**config.mk**
```make
export PLATFORM = sky130hd
export DESIGN_NAME = keypad_scan_repeat_char_map_core
export DESIGN_NICKNAME = d
export VERILOG_FILES = /design/src/rtl/kscm_pkg.sv /design/src/rtl/kscm_key_decode.sv /design/src/rtl/kscm_key_ctrl.sv /design/src/rtl/keypad_scan_repeat_char_map_core.sv
export SDC_FILE = /design/constraint.sdc
export NUM_CORES = 1
export LEC_CHECK = 0
export BUFFER_PORTS_ARGS = -buffer_cell sky130_fd_sc_hd__buf_4
export CELL_PAD_IN_SITES_DETAIL_PLACEMENT = 1
export CELL_PAD_IN_SITES_GLOBAL_PLACEMENT = 2
export CORE_ASPECT_RATIO = 1.1
export CORE_MARGIN = 1.5
export CORE_UTILIZATION = 39
export DETAILED_ROUTE_END_ITERATION = 12
export GPL_TIMING_DRIVEN = 1
export PLACE_DENSITY = 0.92
export SLEW_MARGIN = 25
export SYNTH_ARGS = -nofsm -noshare
export SYNTH_HDL_FRONTEND = slang
export SYNTH_HIERARCHICAL = 1
export SYNTH_SLANG_ARGS = --single-unit
```
**constraint.sdc**
```tcl
create_clock -name clk -period 4.8 [get_ports clk]
set_clock_uncertainty 0.2 [all_clocks]
set_input_delay 0.48 -clock clk [delete_from_list [all_inputs] [get_ports clk]]
set_output_delay 0.48 -clock clk [all_outputs]
set_load 0.005 [all_outputs]
```
**src/rtl/kscm_pkg.sv**
```systemverilog
// shared types, constants and character table for the keypad scan core
package kscm_pkg;

    localparam int DATA_W = 8;
    localparam int KEY_W  = 4;
    localparam int SCAN_W = 16;

    // configuration register indexes
    localparam logic CFG_REPEAT_DELAY  = 1'b0;
    localparam logic CFG_REPEAT_REWIND = 1'b1;

    localparam logic [7:0] REPEAT_DELAY_RESET  = 8'd100;
    localparam logic [7:0] REPEAT_REWIND_RESET = 8'd33;

    localparam logic [4:0] KEY_NONE      = 5'd31;
    localparam logic [3:0] KEY_BACKSPACE = 4'd12;
    localparam logic [3:0] KEY_NEWLINE   = 4'd14;
    localparam logic [2:0] PAGE_NONE     = 3'd0;

    localparam logic [7:0] CHAR_SPACE = 8'h20;
    localparam logic [7:0] CHAR_BS    = 8'h08;
    localparam logic [7:0] CHAR_LF    = 8'h0A;

    typedef struct packed {
        logic             found;
        logic [KEY_W-1:0] key;
    } key_info_t;

    typedef struct packed {
        logic              emit;
        logic [DATA_W-1:0] char_code;
        logic [KEY_W-1:0]  key_index;
    } key_result_t;

    // page is 0..3, key any non-page key
    function automatic logic [7:0] char_lookup(input logic [1:0] page, input logic [3:0] key);
        logic [3:0] idx;
        logic [7:0] base;
        logic [7:0] ch;
        idx = {key[3:2], 1'b0} + {2'b00, key[3:2]} + {2'b00, key[1:0]};
        unique case (page)
            2'd0:    base = 8'h41;  // 'A'
            2'd1:    base = 8'h4A;  // 'J'
            2'd2:    base = 8'h53;  // 'S'
            default: base = 8'h31;  // '1'
        endcase
        if (key[1:0] == 2'b11) begin
            ch = CHAR_SPACE;
        end
        else if (key[3:2] == 2'b11) begin
            unique case (key[1:0])
                2'd0:    ch = CHAR_BS;
                2'd1:    ch = (page == 2'd3) ? 8'h30 : CHAR_SPACE;
                default: ch = CHAR_LF;
            endcase
        end
        else if (page == 2'd2 && idx == 4'd8) begin
            // letter page runs out after 'Z'
            ch = CHAR_SPACE;
        end
        else begin
            ch = base + {4'd0, idx};
        end
        return ch;
    endfunction

endpackage

```
**src/rtl/kscm_key_decode.sv**
```systemverilog
// scan word to key number decode
module kscm_key_decode (
    input  logic [kscm_pkg::SCAN_W-1:0] scan,
    output kscm_pkg::key_info_t         info
);

    always_comb
    begin
        logic [3:0] nib;
        logic [3:0] cols;
        logic [1:0] row;
        logic       found;
        logic [1:0] col;
        cols  = 4'd0;
        row   = 2'd0;
        found = 1'b0;
        for (int r = 0; r < 4; r++)
        begin
            nib = ~scan[4*r +: 4];
            if (nib != 4'd0)
            begin
                found = 1'b1;
                row   = 2'(r);
                cols  = nib;
            end
        end
        // several columns low: column adds nothing
        unique case (cols)
            4'b0010: col = 2'd1;
            4'b0100: col = 2'd2;
            4'b1000: col = 2'd3;
            default: col = 2'd0;
        endcase
        info.found = found;
        info.key   = {row, col};
    end

endmodule

```
**src/rtl/kscm_key_ctrl.sv**
```systemverilog
// key state: hold counter, repeat, page select and character emit
module kscm_key_ctrl (
    input  logic                  clk,
    input  logic                  rst_n,
    input  logic                  advance,
    input  kscm_pkg::key_info_t   info,
    input  logic [7:0]            repeat_delay,
    input  logic [7:0]            repeat_rewind,
    output kscm_pkg::key_result_t result
);

    logic [4:0] prev_key_reg, prev_key_next;
    logic [7:0] hold_count_reg, hold_count_next;
    logic [2:0] page_mode_reg, page_mode_next;
    logic [4:0] last_key_reg, last_key_next;

    always_ff @(posedge clk or negedge rst_n)
    begin
        if (!rst_n)
        begin
            prev_key_reg   <= kscm_pkg::KEY_NONE;
            hold_count_reg <= 8'd0;
            page_mode_reg  <= kscm_pkg::PAGE_NONE;
            last_key_reg   <= kscm_pkg::KEY_NONE;
        end
        else if (advance)
        begin
            prev_key_reg   <= prev_key_next;
            hold_count_reg <= hold_count_next;
            page_mode_reg  <= page_mode_next;
            last_key_reg   <= last_key_next;
        end
    end

    always_comb
    begin
        logic       act;
        logic [7:0] hold_inc;
        logic [4:0] key5;
        logic [2:0] page_m1;
        key5            = {1'b0, info.key};
        hold_inc        = hold_count_reg + 8'd1;
        page_m1         = page_mode_reg - 3'd1;
        act             = 1'b0;
        prev_key_next   = prev_key_reg;
        hold_count_next = hold_count_reg;
        page_mode_next  = page_mode_reg;
        last_key_next   = last_key_reg;
        result.emit      = 1'b0;
        result.key_index = info.key;
        result.char_code = kscm_pkg::char_lookup(page_m1[1:0], info.key);

        if (!info.found)
        begin
            prev_key_next = kscm_pkg::KEY_NONE;
        end
        else if (key5 != prev_key_reg)
        begin
            prev_key_next   = key5;
            hold_count_next = 8'd0;
            act             = 1'b1;
        end
        else if (hold_inc == repeat_delay)
        begin
            hold_count_next = hold_inc - repeat_rewind;
            act             = 1'b1;
        end
        else
        begin
            hold_count_next = hold_inc;
        end

        if (act)
        begin
            if (info.key[1:0] == 2'b11)
            begin
                // page key
                page_mode_next = {1'b0, info.key[3:2]} + 3'd1;
                last_key_next  = key5;
            end
            else if (last_key_reg != key5)
            begin
                if (info.key != kscm_pkg::KEY_BACKSPACE && info.key != kscm_pkg::KEY_NEWLINE)
                begin
                    last_key_next = key5;
                end
                result.emit = (page_mode_reg != kscm_pkg::PAGE_NONE);
            end
        end
    end

endmodule

```
**src/rtl/keypad_scan_repeat_char_map_core.sv**
```systemverilog
// top level: 4x4 keypad scan decode with auto-repeat and paged character output
// a scan item is held in the input register, its result item in the output register
// one item per cycle unless output stalls; input and result registers part the sides
// an item that produces no character still passes through the key state logic
// reset (async, active low): no key held, hold count 0, no page, delay 100, rewind 33
// nothing is emitted until one of the page keys (3, 7, 11, 15) has been pressed
module keypad_scan_repeat_char_map_core (
    input  logic                        clk,
    input  logic                        rst_n,
    // scan input channel
    input  logic                        in_valid,
    output logic                        in_stall,
    input  logic [kscm_pkg::SCAN_W-1:0] scan_cols,
    // character output channel
    output logic                        out_valid,
    input  logic                        out_stall,
    output logic [kscm_pkg::DATA_W-1:0] char_code,
    output logic [kscm_pkg::KEY_W-1:0]  key_index,
    // configuration write port
    input  logic                        cfg_we,
    input  logic                        cfg_index,
    input  logic [7:0]                  cfg_data
);

    // configuration registers
    logic [7:0] repeat_delay_reg;
    logic [7:0] repeat_rewind_reg;

    // input stage
    logic                        s1_valid_reg, s1_valid_next;
    logic [kscm_pkg::SCAN_W-1:0] scan_reg;

    // output stage
    logic                        out_valid_reg, out_valid_next;
    logic [kscm_pkg::DATA_W-1:0] char_code_reg;
    logic [kscm_pkg::KEY_W-1:0]  key_index_reg;

    logic                  in_accept;
    logic                  out_free;
    logic                  advance;
    kscm_pkg::key_info_t   info;
    kscm_pkg::key_result_t result;

    always_ff @(posedge clk or negedge rst_n)
    begin
        if (!rst_n)
        begin
            repeat_delay_reg  <= kscm_pkg::REPEAT_DELAY_RESET;
            repeat_rewind_reg <= kscm_pkg::REPEAT_REWIND_RESET;
        end
        else if (cfg_we)
        begin
            unique case (cfg_index)
                kscm_pkg::CFG_REPEAT_DELAY:  repeat_delay_reg  <= cfg_data;
                kscm_pkg::CFG_REPEAT_REWIND: repeat_rewind_reg <= cfg_data;
                default:                     repeat_delay_reg  <= repeat_delay_reg;
            endcase
        end
    end

    // result register can take a new item when empty or being drained this cycle
    assign out_free  = !out_valid_reg || !out_stall;
    // the input item moves through the key logic as soon as the result side has room
    assign advance   = s1_valid_reg && out_free;
    assign in_stall  = s1_valid_reg && !out_free;
    assign in_accept = in_valid && !in_stall;

    always_comb
    begin
        s1_valid_next = s1_valid_reg;
        if (in_accept)
        begin
            s1_valid_next = 1'b1;
        end
        else if (advance)
        begin
            s1_valid_next = 1'b0;
        end
        out_valid_next = out_valid_reg;
        if (out_free)
        begin
            out_valid_next = advance && result.emit;
        end
    end

    always_ff @(posedge clk or negedge rst_n)
    begin
        if (!rst_n)
        begin
            s1_valid_reg  <= 1'b0;
            out_valid_reg <= 1'b0;
        end
        else
        begin
            s1_valid_reg  <= s1_valid_next;
            out_valid_reg <= out_valid_next;
        end
    end

    // payload registers, no reset
    always_ff @(posedge clk)
    begin
        if (in_accept)
        begin
            scan_reg <= scan_cols;
        end
        if (advance && result.emit)
        begin
            char_code_reg <= result.char_code;
            key_index_reg <= result.key_index;
        end
    end

    kscm_key_decode u_decode (
        .scan (scan_reg),
        .info (info)
    );

    kscm_key_ctrl u_ctrl (
        .clk           (clk),
        .rst_n         (rst_n),
        .advance       (advance),
        .info          (info),
        .repeat_delay  (repeat_delay_reg),
        .repeat_rewind (repeat_rewind_reg),
        .result        (result)
    );

    assign out_valid = out_valid_reg;
    assign char_code = char_code_reg;
    assign key_index = key_index_reg;

    // a character produced by the key logic lands in the result register
    a_emit_lands: assert property (@(posedge clk) disable iff (!rst_n)
        advance && result.emit |=> out_valid_reg)
        else $error("emitted item lost");

    // page keys never produce an item
    a_no_page_key_out: assert property (@(posedge clk) disable iff (!rst_n)
        out_valid_reg |-> key_index_reg[1:0] != 2'b11)
        else $error("page key produced an item");

    // a waiting scan item is kept while the result side is blocked
    a_scan_held: assert property (@(posedge clk) disable iff (!rst_n)
        s1_valid_reg && !out_free |=> s1_valid_reg && $stable(scan_reg))
        else $error("pending scan item dropped");

    // key logic only runs with the result side free
    a_advance_room: assert property (@(posedge clk) disable iff (!rst_n)
        advance |-> !(out_valid_reg && out_stall))
        else $error("advance into a full result register");

endmodule

```
Word level (Yosys, flattened, before mapping)

Cells that the tools add are included.
Widths: inputs -> output; s select.

ROM bits: 0
Bits in latches: 0
Memories: 0
Output and inout port bits: 14
Register bits after elaboration: 67
RAM bits: 0

Multiply operators: 0
Mux-type cells: 32
Reductions and logical operators: 27
Shift-type cells: 0
Bitwise gates (word level): 5
Div/mod/pow operators: 0
Add/subtract/negate cells: 7
Equal/unequal tests: 16
$lt $le $gt $ge: 0

Operators by type and width:

| operator            | number |
|---|---|
| $mux 8              | 4 |
| $mux 5              | 6 |
| $pmux 7 s3          | 1 |
| $mux 4              | 4 |
| $not 4->4           | 4 |
| $pmux 8 s2          | 1 |
| $reduce_bool 4->1   | 4 |
| $mux 1              | 13 |
| $add 7x4->8         | 1 |
| $add 8x1->8 const B | 1 |
| $eq 2x2->1 const B  | 4 |
| $eq 4x4->1 const B  | 2 |
| $eq 8x8->1          | 1 |
| $ne 4x4->1 const B  | 2 |
| $reduce_and 2->1    | 4 |
| $sub 8x8->8         | 1 |
| $logic_and 1x1->1   | 6 |
| $pmux 2 s3          | 1 |
| $reduce_bool 2->1   | 3 |
| $ne 4x5->1          | 1 |
| $ne 5x4->1          | 1 |
| $add 3x2->4         | 1 |
| $add 4x2->4         | 1 |
| $eq 2x1->1 const B  | 2 |
| 13 further kinds    | 18 |

Longest topological paths before layout

Gate-level depths: netlist of the first run.

Word-level depth: 13
Depth in mapped cells: 19

Modules after synthesis

The synthesis of the first run kept the hierarchy.

Modules (own cells, without submodules):

| module                           | sequential area each (sq um) | area an instance (sq um) | cells an instance | instances |
|---|---|---|---|---|
| kscm_key_ctrl                    | 538.0                        | 2169.6                   | 256               | 1 |
| keypad_scan_repeat_char_map_core | 1297.5                       | 1582.8                   | 74                | 1 |
| kscm_key_decode                  | 0.0                          | 226.5                    | 31                | 1 |

Worst setup path before layout of the first run

Ideal clock, no wire load.

Path kind: flip-flop to flip-flop
From: register scan_reg[14] in the netlist's numbering
To: register char_code_reg (netlist bit char_code[4]), data pin
Stages on the path, launching flop included: 18
Path buffers: 1
Slack: 689 ps
Required time: 4331 ps
Arrival: 3641 ps
Period minus slack after synthesis: 4111 ps
Cells stage by stage: edfxtp_1 > nand4_2 > o21ai_1 > a21oi_2 > xor2_1 > and3_1 > clkbuf_1 > inv_1 > fa_1 > inv_1 > ha_1 > inv_1 > fa_1 > inv_1 > nor4_1 > nor3_1 > a31oi_1 > a21oi_1

RTL lines:

| element                | line                                    | RTL |
|---|---|---|
| start, declared        | keypad_scan_repeat_char_map_core.sv:31  | `logic [kscm_pkg::SCAN_W-1:0] scan_reg;` |
| start signal, assigned | keypad_scan_repeat_char_map_core.sv:105 | `scan_reg <= scan_cols;` |
| end signal, assigned   | keypad_scan_repeat_char_map_core.sv:109 | `char_code_reg <= result.char_code;` |
| end, declared          | keypad_scan_repeat_char_map_core.sv:35  | `logic [kscm_pkg::DATA_W-1:0] char_code_reg;` |

==> summary.md, run 1 <==
| Metric | Value |
|---|---|
| Crit Path Max Fanout | `5` |
| DP HPWL | `6570 um` |
| Sequential fraction of the synthesis area | `46.1%` |
| Post-layout net count | `456` |
| Die area | `0.0108 mm2` |
| Critical Path RT | `4.70 ns` |
| CTS sink cnt | `67` |
| Latest clock arrival within the worst-skew pair | `0.36 ns` |
| Worst rel slew slack | `54.5%` |
| P per Cell Area | `440 mW/mm2` |
| Startpoint types | `register` |
| FMAX | `0.245 GHz` |
| Final setup fails | `0` |
| Total of max-cap violations | `0` |
| FP Rows | `38` |
| Antenna diodes | `0` |
| Total GRT Usage | `17.9%` |
| Max FFs per register | `16` |
| Critical path's slowest cell | `fa_1` |
| Area growth syn-to-layout | `16.4%` |
| Peak supply drop | `204 uV` |
| Most used cell, CP | `inv_1` |
| Tcrit/Tclk final | `84.9%` |
| Post-CTS resize count | `0` |
| Clock buffer depth | `2` |
| Crit path capture type | `register` |
| Average wire per standard cell | `16.8 um` |
| Fillers | `1103` |
| Setup WS pre-CTS | `0.735 ns` |
| Fraction of layout cells with a size suffix above 1 | `27.6%` |
| Gp weighted congestion | `0.828` |
| Total core area | `0.00989 mm2` |
| Initial Utilization | `40.2%` |
| # port buffers | `43` |
| Status | `finished, final reports clean` |
| R2R Setup Slk | `0.72 ns` |
| Kind of critical path | `reg -> reg` |
| Area of the mapped netlist | `0.00398 mm2` |
| Grt total ovfl | `0` |
| Crit-path max cell delay | `0.53 ns` |
| # IOs | `44` |
| Avg Inst Size Synth | `11.0 um2` |
| Vias | `2852` |
| Final Max Slew Viols | `0` |
| Setup TNS | `0 ns` |
| Netlist cell types | `62` |
| Vias/cell | `5.38` |
| Post-synth top flop | `edfxtp_1` |
| Largest net degree at the start of global routing | `40` |
| Async S/R FF share, synth | `58.2%` |
| CP arrival | `3.98 ns` |
| CP Cell Sequence | `nand4_2, nor2_4, a21oi_2, xor2_1, and3_1, inv_1, fa_1, inv_1, ha_1, inv_1, fa_1, inv_1, nor4_1, buf_4, nor2_1, o21ai_0, nor2_1` |
| Hold Crit Class | `in -> reg` |
| Clk slew on worst S/H paths | `0.09 ns` |
| Setup bufs post-CTS | `0` |
| Slew of the pin with the lowest slew margin | `0.683 ns` |
| CTS tree | `yes` |
| Total CTS buffers | `9` |
| Fin. Hold Viols | `0` |
| Die height | `109 um` |
| DRT Pass-1 Iters | `4` |
| DRC viols | `0` |
| Detailed Route Iter0 Violations | `93` |
| First-pass GRT wire length | `15100 um` |
| Routed Antenna Nets | `0` |
| Number of synthesized flops with an enable pin | `28` |
| Final min period | `4.08 ns` |
| CP Buf/Inv Count | `5` |
| DIE WIDTH | `99.3 um` |
| Seq cells post-synth | `67` |
| Cells after Synth | `361` |
| CP top delay family | `adder cells` |
| Final wirelength | `8900 um` |
| Initial antenna violation count | `0` |
| Vias in the first global route | `3023` |
| RSZ-0062 raised after global routing | `no` |
| Leakage | `1.90 nW` |
| Final worst slack | `0.723 ns` |
| Post-synthesis net count | `412` |
| H-tree depth | `3` |
| Root Buffer | `clkbuf_8` |
| Yosys Warn Count | `6` |
-- synth_stat cells, drive strengths merged, types with 2 or more instances --
master    n  area (um2)
or4       2        15.0
a31oi     6        37.5
nor2b     5        38.8
clkbuf    6        22.5
and2      4        25.0
a21oi    15        82.6
a21o      2        15.0
o21ai    24         120
buf       9        63.8
inv      30         113
o2bb2ai   2        17.5
and3      4        25.0
o21a      2        15.0
edfxtp   28         841
mux2     21         267
or3       3        18.8
a211oi    2        15.0
nor4      4        55.1
xor2     13         114
nor2     25         109
nand4     6        58.8
xnor2    17         149
nand2    16        62.6
mux2i     5        50.1
ha       17         213
nor3      8        51.3
nand4b    4        35.0
nor3b     2        15.0
nand2b    7        43.8
o2111ai   4        35.0
dfstp    15         394
a22o      2        17.5
dfrtp    24         601
nand3    11        60.1
fa        4        80.1
-- layout make-up --
type                            instances  area (um2)  area share [%]
Multi-Input combinational cell        249        1940            42.0
Sequential cell                        67        1840            39.6
Timing Repair Buffer                   48         363            7.84
Tap cell                              120         150            3.24
Clock buffer                            9         124            2.68
Inverter                               30         113            2.43
Clock inverter                          7         100            2.16
-- where the power goes --
part	leakage, nW	internal, mW	switching (mW)
Clock	0.114	0.297	0.240
Combinational	1.07	0.300	0.375
Sequential	0.719	0.748	0.0789
Total	1.90	1.34	0.694
-- logic make-up (layout without fill, tap and decap cells) --
logic type,Yosys count,count (layout),synth area share (%)
muxes,26,26,7.96
other,1,1,0.0942
buffers and inverters,45,94,5.00
adders and majority gates,21,21,7.36
and+or+nand+nor,103,103,15.8
xor gates and xnor gates,30,30,6.60
AOI/OAI and AO/OA,68,68,11.0
DFF,67,67,46.1
-- path summary, 6_finish.rpt --
path	startpoint	end	cells past startpoint
max	scan_reg[15]	char_code[2]	17
min	scan_cols[9]	scan_reg[9]	1
max reg2reg	scan_reg[15]	char_code[2]	17
min reg2reg	u_ctrl/prev_key_reg[4]	u_ctrl/prev_key_reg[4]	2
max in group asynchronous	rst_n	u_ctrl/last_key_reg[1]	2
min in group asynchronous	rst_n	repeat_rewind_reg[4]	2
-- cell usage in the layout, fill, tap and decap left out, drive strengths merged, types with 11 or more instances in the layout --
master,n
a21oi,15
buf,47
dfrtp,24
dfstp,15
edfxtp,28
ha,17
inv,32
mux2,21
nand2,16
nand3,11
nor2,25
o21ai,24
xnor2,17
xor2,13
-- metal layers --
| layer | track usage [%] | wire [um] |
|---|---|---|
| met3 | 4.55 | 321 |
| met2 | 29.0 | 4390 |
| met4 | 5.84 | 101 |
| met5 | 0 | 0 |
| met1 | 23.6 | 4080 |
-- stage by stage --
stage	std cells	cell area [um2]	hold WS (ns)	util, %	power [mW]
6_report	530	4630	0.0900	46.8	2.04
3_3_place_gp	513	4400	0.252	44.4	1.48
2_1_floorplan	361	3980	-0.0156	-	1.28
3_5_place_dp	513	4400	0.263	44.4	1.51
4_1_cts	530	4630	0.0749	46.8	2.06
5_1_grt	530	4630	0.0681	46.8	2.17
-- worst reg2reg max path, cell delays in order, from the launching register on --
cell and delay (ns):
edfxtp_1 0.41, nand4_2 0.21, nor2_4 0.21, a21oi_2 0.08
xor2_1 0.16, and3_1 0.21, inv_1 0.22, fa_1 0.44
inv_1 0.07, ha_1 0.14, inv_1 0.05, fa_1 0.53
inv_1 0.07, nor4_1 0.29, buf_4 0.19, nor2_1 0.05
o21ai_0 0.19, nor2_1 0.09
-- timing repair --
action | in CTS | in global routing
hold buffers | 1 | 0
endpoints found under the hold margin | 24 | 0
setup endpoints to repair | 0 | 0
Power figures use the tool's default switching activity.
==> inputs of run 2 (changes only) <==
- ABC_AREA: not set -> 1
- CORE_UTILIZATION: 39 -> 32
- PLACE_DENSITY: 0.92 -> 0.88
- clock period: 4.8 -> 3.7 ns (I/O delays scaled with it)
==> summary.md, run 2 <==
| Metric | Value |
|---|---|
| Xor/xnor share of the synthesized area | `2.44%` |
| CP arrival | `3.54 ns` |
| CP Cell Sequence | `nand2_2, nor2_4, nand2_1, nand2_1, nand2_1, nand2_2, nor2_1, nand2_1, nand2_2, inv_2, fa_1, inv_2, ha_4, inv_4, fa_2, inv_4, nand3_2, nand2_1, nand2_1, xnor2_1, o21ai_1, nand2_1` |
| Critical path's slowest cell | `fa_1` |
| Crit path depth | `22` |
| Most frequent cells in the layout | `nand2_1 (138), inv_1 (74), nand3_1 (59)` |
| Crit-path max cell delay | `0.55 ns` |
| Fillers | `1577` |
| Vias in the first global route | `4119` |
| R2R Setup Slk | `0.05 ns` |
| Post-layout util | `41.1%` |
| Hold Path Depth | `3` |
| Seq. cell area | `0.00184 mm2` |
| Final setup fails | `0` |
| Detailed Route Iter0 Violations | `95` |
| Post-synth top flop | `edfxtp_1` |
| Post-Synth Adder-Cell Area | `6.79%` |
| Area of the mapped netlist | `0.00431 mm2` |
| Antenna diodes | `0` |
| DP HPWL | `8720 um` |
| Post-synth top cells | `nand2_1 (143), inv_1 (79), nand3_1 (62)` |
| Cells after Synth | `521` |
| Async S/R FF share, synth | `58.2%` |
| Seq cells post-synth | `67` |
| Peak supply drop | `226 uV` |
| Vias/cell | `4.84` |
| FMAX | `0.274 GHz` |
| Gp weighted congestion | `0.850` |
| Yosys top cell area share | `19.5%` |
| Status | `finished, final reports clean` |
| CP Buf/Inv Count | `4` |
| FP Rows | `44` |
| Setup WS pre-CTS | `-0.0733 ns` |
| Netlist cell types | `44` |
| Hold Crit Class | `in -> reg` |
| Routed Antenna Nets | `0` |
| Fraction of layout cells with a size suffix above 1 | `25.1%` |
| Die height | `125 um` |
| Average wire per standard cell | `15.5 um` |
| # IOs | `44` |
| CTS tree | `yes` |
| Final worst slack | `0.0468 ns` |
| Mux cell area share after synthesis | `0%` |
| Clock buffer depth | `2` |
| Fin. Hold Viols | `0` |
| Final min period | `3.65 ns` |
| Vias | `3672` |
| R2r endpoint | `char_code[5]` |
| P per Cell Area | `493 mW/mm2` |
| Placed cell count | `721` |
| Avg Inst Size Synth | `8.28 um2` |
| Total core area | `0.0132 mm2` |
| Post-layout net count | `644` |
| Critical Path RT | `3.59 ns` |
| Main combinational cell family by area after synthesis | `simple AND/OR/NAND/NOR gates` |
| RSZ-0062 raised after global routing | `yes` |
| Compound-Gate Fraction of Synth Area | `5.54%` |
| Latest clock arrival within the worst-skew pair | `0.35 ns` |
| Worst hold endpoint | `s1_valid_reg` |
| Crit Path Max Fanout | `5` |
| Leakage | `2.65 nW` |
| Final Max Slew Viols | `0` |
| Setup TNS | `0 ns` |
| DRT Pass-1 Iters | `4` |
| # port buffers | `43` |
| Post-synthesis net count | `572` |
| Slew of the pin with the lowest slew margin | `0.674 ns` |
| RR Startpoint | `scan_reg[7]` |
| Yosys Warn Count | `6` |
| Total of max-cap violations | `0` |
| Crit path capture type | `register` |
| Reg2Reg Depth | `22` |
| Worst rel slew slack | `55.1%` |
| Tcrit/Tclk final | `98.7%` |
| Top post-synthesis cells by area | `edfxtp_1 (19%), dfrtp_1 (14%), nand2_1 (12%)` |
| Number of synthesized flops with an enable pin | `28` |
| Initial antenna violation count | `0` |
| Startpoint types | `register` |
| Kind of critical path | `reg -> reg` |
| First-pass GRT wire length | `19500 um` |
| CTS sink cnt | `67` |
| Cell taking the most area after synthesis | `edfxtp_1` |
| Area of the multi-input gates | `0.00216 mm2` |
| Simple-gate share of the synthesized area | `33.3%` |
| Clk slew on worst S/H paths | `0.07 ns` |
| Root Buffer | `clkbuf_16` |
| Count leader, synth | `nand2_1` |
| Max FFs per register | `16` |
| DRC viols | `0` |
| Total CTS buffers | `9` |
| Initial Utilization | `32.8%` |
| DIE WIDTH | `114 um` |
| Most used cell, CP | `nand2_1` |
| Die area | `0.0142 mm2` |
| Most common cell after layout, fill and taps aside | `nand2_1` |
| Total GRT Usage | `17.7%` |
| Largest net degree at the start of global routing | `40` |
| CP top delay family | `adder cells` |
| Sequential fraction of the synthesis area | `42.5%` |
| Area growth syn-to-layout | `25.3%` |
| Final Instance Count excl. Fillers | `759` |
| Grt total ovfl | `0` |
| Final wirelength | `11800 um` |
| HP Start | `in_valid` |
| H-tree depth | `3` |
==> run 2: worst min-delay path, cell delays in order <==
cell and delay, ns:
buf_4 0.08, inv_1 0.03, nand2_1 0.05
==> run 2: report_power, final <==
group	internal (mW)	switching, mW
Sequential	0.920	0.0831
Combinational	0.295	0.468
Clock	0.532	0.367
==> run 2: worst max-delay path by stage <==
stage                 startpoint      endpoint  slack, ns
finish               scan_reg[7]  char_code[5]       0.05
global route        scan_reg[12]  char_code[5]      -0.12
CTS                 scan_reg[12]  char_code[4]       0.02
detailed placement  scan_reg[12]  char_code[4]      -0.07
global placement    scan_reg[15]  char_code[5]       0.14
floorplan            scan_reg[6]  char_code[5]       0.13
==> run 2: stage by stage <==
step / power [mW] / instance area, um2 / hold slack, ns
floorplan: 1.52 / 4310 / -0.126
global placement: 1.72 / 4800 / 0.176
detailed placement: 1.75 / 4800 / 0.195
CTS: 2.68 / 5310 / 0.00814
global route: 2.83 / 5410 / 0.0429
finish: 2.67 / 5410 / 0.0175
==> run 2: logic make-up after synthesis <==
kind of cell | Yosys count
buf+inv | 93
compound gates | 41
flops | 67
simple gates | 286
other cells | 1
fa+ha+maj | 21
xor+xnor | 12
==> run 2: layout make-up <==
class                           count  area share [%]
Multi-Input combinational cell    361            40.0
Sequential cell                    67            34.0
Timing Repair Buffer               71            10.6
Inverter                           83            6.00
Clock buffer                        9            4.17
Tap cell                          161            3.73
Clock inverter                      7            1.53
==> run 2: routing by layer <==
layer  track usage [%]  vias up  share of wire, %
met5                 0        -                 0
met3              3.36       33               2.8
met2              33.4       61                54
met4              9.71        0               4.0
met1              17.9     1748                39
li1                  -     1830                 -
==> run 2: timing repair <==
item | CTS | global route
gates resized for setup | 11 | 16
setup buffers | 0 | 5
setup endpoints to repair | 7 | 7
pin swaps | 4 | 18
hold endpoints to repair | 40 | 0
hold buffers | 17 | 0
gates cloned | 0 | 0
